**src/sv/park_miller_buffered_stream_macros.svh**
```systemverilog
// ---------------------------------------------------------------------------
// Park-Miller buffered stream: assertion macros
// Shared concurrent-assertion forms, clocked on the rising edge and muted
// while reset is high.
// ---------------------------------------------------------------------------
`ifndef PARK_MILLER_BUFFERED_STREAM_MACROS_SVH
`define PARK_MILLER_BUFFERED_STREAM_MACROS_SVH

// Consequent must hold in the same cycle as the antecedent.
`define PMBS_ASSERT_SAME(label, clk, rst, ante, cons, msg) \
  label: assert property (@(posedge clk) disable iff (rst) (ante) |-> (cons)) \
    else $error(msg);

// Consequent must hold in the cycle after the antecedent.
`define PMBS_ASSERT_NEXT(label, clk, rst, ante, cons, msg) \
  label: assert property (@(posedge clk) disable iff (rst) (ante) |=> (cons)) \
    else $error(msg);

`endif

```
**src/sv/pmbs_pkg.sv**
```systemverilog
// ---------------------------------------------------------------------------
// Park-Miller buffered stream: package
// Opcodes, generator constants, controller states and the command/status
// bundles between controller and datapath.
// ---------------------------------------------------------------------------
package pmbs_pkg;

  // Opcodes carried in the input tuser field
  localparam logic [2:0] OP_DRAW   = 3'd0;
  localparam logic [2:0] OP_REFILL = 3'd1;
  localparam logic [2:0] OP_SET    = 3'd2;
  localparam logic [2:0] OP_READ   = 3'd3;
  localparam logic [2:0] OP_RESEED = 3'd4;

  // Minimal-standard generator constants
  localparam logic [14:0] PM_MULT     = 15'd16807;
  localparam logic [31:0] PM_MODULUS  = 32'h7FFF_FFFF;
  localparam logic [31:0] SEED_MAX    = 32'h8000_0000;
  localparam logic [30:0] FALLBACK_RST = 31'd1;

  typedef enum logic [3:0] {
    ST_IDLE,
    ST_DISPATCH,
    ST_DRAW_MUL,
    ST_DRAW_RED,
    ST_SEL_MUL,
    ST_SEL_RED,
    ST_PICK,
    ST_FILL_MUL,
    ST_FILL_RED,
    ST_RD_PICK,
    ST_RD_WAIT,
    ST_DONE
  } state_t;

  typedef enum logic [1:0] {
    RES_ZERO,
    RES_STEP,
    RES_MEM
  } res_src_t;

  typedef struct packed {
    logic     latch_item;
    logic     load_seed_frac;
    logic     load_seed_fallback;
    logic     mul;
    logic     reduce;
    logic     pick_load;
    logic     clr_cnt;
    logic     fill_write;
    logic     rd_idx;
    logic     rd_pick;
    logic     res_load;
    res_src_t res_src;
    logic     out_load;
  } dp_cmd_t;

  typedef struct packed {
    logic [2:0] op;
    logic       frac_ok;
    logic       fill_last;
    logic       filled;
    logic       out_free;
  } dp_status_t;

endpackage

```
**src/sv/pmbs_ctrl.sv**
```systemverilog
// ---------------------------------------------------------------------------
// Park-Miller buffered stream: controller
// Sequences one command at a time through the datapath.
// ---------------------------------------------------------------------------
module pmbs_ctrl (
  input  logic                 clk,
  input  logic                 rst,
  input  logic                 s_tvalid,
  output logic                 s_tready,
  input  pmbs_pkg::dp_status_t status,
  output pmbs_pkg::dp_cmd_t    cmd
);
  import pmbs_pkg::*;

  state_t state;
  state_t state_next;

  always_ff @(posedge clk) begin
    if (rst) begin
      state <= ST_IDLE;
    end else begin
      state <= state_next;
    end
  end

  always_comb begin
    state_next = state;
    unique case (state)
      ST_IDLE:     if (s_tvalid) state_next = ST_DISPATCH;
      ST_DISPATCH: begin
        unique case (status.op)
          OP_DRAW:   state_next = ST_DRAW_MUL;
          OP_REFILL: state_next = ST_SEL_MUL;
          OP_SET:    state_next = status.frac_ok ? ST_SEL_MUL : ST_DONE;
          OP_READ:   state_next = ST_RD_WAIT;
          OP_RESEED: state_next = ST_SEL_MUL;
          default:   state_next = ST_DONE;
        endcase
      end
      ST_DRAW_MUL: state_next = ST_DRAW_RED;
      ST_DRAW_RED: state_next = ST_DONE;
      ST_SEL_MUL:  state_next = ST_SEL_RED;
      ST_SEL_RED:  state_next = ST_PICK;
      ST_PICK:     state_next = ST_FILL_RED;
      ST_FILL_MUL: state_next = ST_FILL_RED;
      ST_FILL_RED: state_next = status.fill_last ? ST_RD_PICK : ST_FILL_MUL;
      ST_RD_PICK:  state_next = ST_RD_WAIT;
      ST_RD_WAIT:  state_next = ST_DONE;
      ST_DONE:     if (status.out_free) state_next = ST_IDLE;
      default:     state_next = ST_IDLE;
    endcase
  end

  always_comb begin
    cmd         = '0;
    cmd.res_src = RES_ZERO;
    s_tready    = 1'b0;
    unique case (state) inside
      ST_IDLE: begin
        s_tready       = 1'b1;
        cmd.latch_item = s_tvalid;
      end
      ST_DISPATCH: begin
        unique case (status.op) inside
          OP_DRAW, OP_REFILL: ;
          OP_SET: begin
            cmd.load_seed_frac = status.frac_ok;
            cmd.res_load       = ~status.frac_ok;
          end
          OP_READ:   cmd.rd_idx = 1'b1;
          OP_RESEED: cmd.load_seed_fallback = 1'b1;
          default:   cmd.res_load = 1'b1;
        endcase
      end
      ST_DRAW_MUL, ST_SEL_MUL, ST_FILL_MUL: cmd.mul = 1'b1;
      ST_DRAW_RED: begin
        cmd.reduce   = 1'b1;
        cmd.res_load = 1'b1;
        cmd.res_src  = RES_STEP;
      end
      ST_SEL_RED: cmd.reduce = 1'b1;
      ST_PICK: begin
        cmd.pick_load = 1'b1;
        cmd.clr_cnt   = 1'b1;
        cmd.mul       = 1'b1;
      end
      ST_FILL_RED: begin
        cmd.reduce     = 1'b1;
        cmd.fill_write = 1'b1;
      end
      ST_RD_PICK: cmd.rd_pick = 1'b1;
      ST_RD_WAIT: begin
        cmd.res_load = 1'b1;
        cmd.res_src  = RES_MEM;
      end
      ST_DONE:  cmd.out_load = status.out_free;
      default: ;
    endcase
  end

endmodule

```
**config.mk**
```make
export PLATFORM = sky130hd
export DESIGN_NAME = pmbs_ctrl
export DESIGN_NICKNAME = d
export VERILOG_FILES = /design/src/sv/park_miller_buffered_stream_macros.svh /design/src/sv/pmbs_pkg.sv /design/src/sv/pmbs_ctrl.sv
export SDC_FILE = /design/constraint.sdc
export NUM_CORES = 1
export LEC_CHECK = 0
export BUFFER_PORTS_ARGS = -buffer_cell sky130_fd_sc_hd__buf_2
export CORE_AREA = 2 2 39 41
export DETAILED_ROUTE_END_ITERATION = 8
export DIE_AREA = 0 0 41 43
export HOLD_SLACK_MARGIN = 0.12
export PLACE_DENSITY = 0.68
export SLEW_MARGIN = 20
export SYNTH_ARGS = -nofsm -noshare
export SYNTH_HDL_FRONTEND = slang
export SYNTH_SLANG_ARGS = --single-unit
```
**constraint.sdc**
```tcl
create_clock -name clk -period 3.4 [get_ports clk]
set_input_delay 0.17 -clock clk [delete_from_list [all_inputs] [get_ports clk]]
set_output_delay 0.17 -clock clk [all_outputs]
set_load 0.03 [all_outputs]
```
# After elaboration in Yosys (flattened, before gate mapping)
# Cells that the tools add are included.
[classes] n_shift=0 muxes=22 bitwise=1 n_reduce_logical=9 mul=0 div=0 magnitude_cmp=0 add_sub_neg=0 eq_ne=17
[op_table] cell="$pmux W4 S10" n=1
[op_table] cell="$eq A4 B3 Y1 const B" n=4
[op_table] cell="$eq A4 B4 Y1 const B" n=4
[op_table] cell="$mux W4" n=4
[op_table] cell="$pmux W4 S4" n=1
[op_table] cell="$mux W1" n=11
[op_table] cell="$eq A4 B2 Y1 const B" n=2
[op_table] cell="$reduce_or A4 Y1" n=2
[op_table] cell="$eq A3 B2 Y1 const B" n=2
[op_table] cell="$reduce_or A2 Y1" n=3
[op_table] cell="$eq A4 B1 Y1 const B" n=1
[op_table] cell="$logic_not A4 Y1" n=1
[op_table] cell="$mux W2" n=2
[op_table] cell="$ne A2 B2 Y1 const B" n=2
[op_table] cell="$pmux W1 S2" n=2
[op_table] cell="$pmux W2 S2" n=1
[op_table] cell="$eq A3 B1 Y1 const B" n=1
[op_table] cell="$eq A3 B3 Y1 const B" n=1
[op_table] cell="$logic_not A3 Y1" n=1
[op_table] cell="$reduce_or A3 Y1" n=1
[op_table] cell="$reduce_and A2 Y1" n=1
[op_table] cell="$not A1 Y1" n=1
[word_totals] inputBits=10 n_memories=0 ramBits=0 rom_bits=0 latchBits=0 reg_bits=4 output_inout_bits=15 elab_cells=50

# Depth between registers and ports, before layout
[depth] depth_word=4 ltp_mapped=5 ltp_nobuf=4

# Least setup slack after synthesis
# OpenSTA, ideal clock, no wires.
[synth_path] kind="register to output" startpoint="register state[1]" endpoint="output port cmd[11] in the netlist's numbering" arrival_time_ps=1970 slack_ps=1260 stages_incl_launch_ff=4 n_path_buf=1 t_required_ps=3230 path_cell_list="dfxtp_1 buf_6 or4b_4 nor4b_1"
[synth_lines] element="start, declared" line_no="pmbs_ctrl.sv:15" rtl="state_t state;"
[synth_lines] element="start signal, assigned" line_no="pmbs_ctrl.sv:22" rtl="state <= state_next;"
[synth_lines] element="end, declared" line_no="pmbs_ctrl.sv:11" rtl="output pmbs_pkg::dp_cmd_t cmd"

==> impl_metrics.toml <==
[clocking]
cts.sinks = 4
clkLatencyLatePin_ns = 0.23
path_clk_slew_ns = 0.04
clock-root-buffer = "clkbuf_4"
cts_tree = "done"
clockBufferDepth = 2
holdBufCountCts = 0
htreeDepth = 1
cts_resized = 0
cts_buffers = 3
post-cts-setup-buffers = 0

[final_layout]
drive_gt1_share_pct = 31.9
regMostFlops = "state"
area_delta_synth_final_pct = 23.8
largest_reg_flops = 4
num_antenna_cells = 0
nNetsFinal = 106
reg_top3 = "state x4"
fin_cells = 110

[global_route]
grt_pass1_wl_um = 2080
grt_pass1_vias = 496
overflow = 0
grt_max_degree = 20
antenna_found_initial = 0
track_usage_pct = 16.1

[synthesis]
postSynth.asyncResetShare_pct = 0
synthTopCellsByArea = "dfxtp_1 (16%), a21oi_1 (6.0%), o21ai_0 (5.0%)"
synth_top_area_share_pct = 16.0
syn_area_um2 = 499
ys_seq_area_share_pct = 16.0
ys_types = 34
netlist_instances = 75
synth_seq_cells = 4
synth_edf_count = 0
yosys.area.top_type = "dfxtp_1"
synth_common_cells = "a21oi_1 (6), nand2_1 (6), nor2_1 (6)"
synth-main-ff-cell = "dfxtp_1"
synth_fp_nets = 85
syn_avg_cell_area_um2 = 6.66
synth_warnings = 0

[floorplanning]
start_util_pct = 36.1
die_area_um2 = 1760
die_w_um = 41
pin_count = 25
coreArea_um2 = 1380
rows = 14
die_h_um = 43

[critical_path]
r2r-end = "state[1]"
required_ns = 3.23
cp.arrival_ns = 1.87
r2r_start = "state[0]"
path_class = "register to primary output"
end_kind = "primary output"
reg2reg_depth = 4
endpoint = "cmd[11]"
start_kind = "register"
cp-startpoint = "state[0]"
r2r_setup_slack_ns = 1.66
cp_max_fo = 14

[sta]
post-route-min-period_ns = 2.04
drv_slew = 0
maxSlewHeadroom_pct = 62.4
rsz0062_at_grt = "false"
finalHoldViolCount = 0
max_freq_ghz = 0.490
fin_skew_ns = 0.00246
tns_ns = 0
setup_violations = 0
post-route-period-util_pct = 60.0
worstMarginPinSlew_ns = 0.563

[route]
dr.pass1.iters = 4
drt_iter0_drc = 8
postRouteAntennaNets = 0
drc = 0
wirelength_um = 1230
via_count = 573
avgViaCountPerCell = 5.21
wl_per_cell_um = 11.2

[place]
io_buffers = 23
hpwl_um = 904
dpl.cell_count = 107
gp_congestion = 0.766

[pwr]
powerDensity_nw_per_um2 = 898
p_leak_uw = 0.000284
irDropWorstVdd_uv = 333

[outcome]
outcome = "completed"

[worst_hold_path]
hold_class = "primary input to register"
hold_start = "rst"

[flow_run]
drv_cap = 0
==> stage by stage <==
step / hold WS (ns) / utilization (%) / cell area [um^2] / worst slack [ns] / total power (uW)
after floorplan: 0.239 / - / 499 / 1.26 / 426
after global placement: 0.393 / 43.0 / 596 / 1.62 / 495
after detailed placement: 0.403 / 43.0 / 596 / 1.60 / 495
after CTS: 0.148 / 44.7 / 618 / 1.33 / 559
after global routing: 0.147 / 44.7 / 618 / 1.19 / 608
final: 0.160 / 44.7 / 618 / 1.36 / 555
==> routing by layer <==
metal  track usage (%)  share of wire, %  routed length [um]
met3                 0               2.1                  26
met2              23.1                47                 580
met1              23.9                51                 626
met5                 0                 0                   0
met4              8.00                 0                   0
==> report_power, final <==
group	leakage, uW	switching (uW)	internal [uW]	total [uW]
sequential	0.0000330	80.9	67.4	148
combinational	0.000237	219	129	348
clock	0.0000138	18.7	39.4	58.2
total	0.000284	319	236	555
==> logic make-up (layout without fill, tap and decap cells) <==
| logic type | Yosys count | after routing | share of synthesized area [%] |
|---|---|---|---|
| AND/OR/NAND/NOR | 36 | 36 | 43.4 |
| flip-flops | 4 | 4 | 16.0 |
| buffers and inverters | 12 | 31 | 11.5 |
| XOR/XNOR | 1 | 1 | 1.75 |
| AO/OA/AOI/OAI | 22 | 22 | 27.3 |
==> critical path: stages, from the launching register on <==
cell and delay, ns:
dfxtp_1 0.60, or4b_4 0.56, nor4b_1 0.24, buf_2 0.24
==> layout make-up <==
| cell class | instances | area [um^2] |
|---|---|---|
| Clock buffer | 3 | 22.5 |
| Fill cell | 152 | 766 |
| Inverter | 5 | 18.8 |
| Multi-Input combinational cell | 59 | 362 |
| Sequential cell | 4 | 80.1 |
| Tap cell | 16 | 20.0 |
| Timing Repair Buffer | 23 | 115 |
==> worst min path at each step <==
stage	endpoint	slack (ns)	cells past startpoint
finish	state[3]	0.16	2
global route	state[3]	0.15	2
CTS	state[3]	0.15	2
detailed placement	state[3]	0.40	2
global placement	state[2]	0.39	2
floorplan	state[2]	0.24	1
==> cell usage in the layout, fill, tap and decap left out, drive strengths merged, types with 2 or more instances in the layout <==
cell | synthesis | routed
buf | 3 | 23
nor2 | 6 | 6
nand2 | 6 | 6
a21oi | 6 | 6
o21ai | 6 | 6
nor3 | 6 | 6
inv | 5 | 5
dfxtp | 4 | 4
nor2b | 3 | 3
a31oi | 3 | 3
clkbuf | 4 | 3
nand2b | 2 | 2
nand3 | 2 | 2
nor4b | 2 | 2
and2 | 2 | 2
nor4 | 2 | 2
No activity file was read; power rests on OpenSTA's default activity.
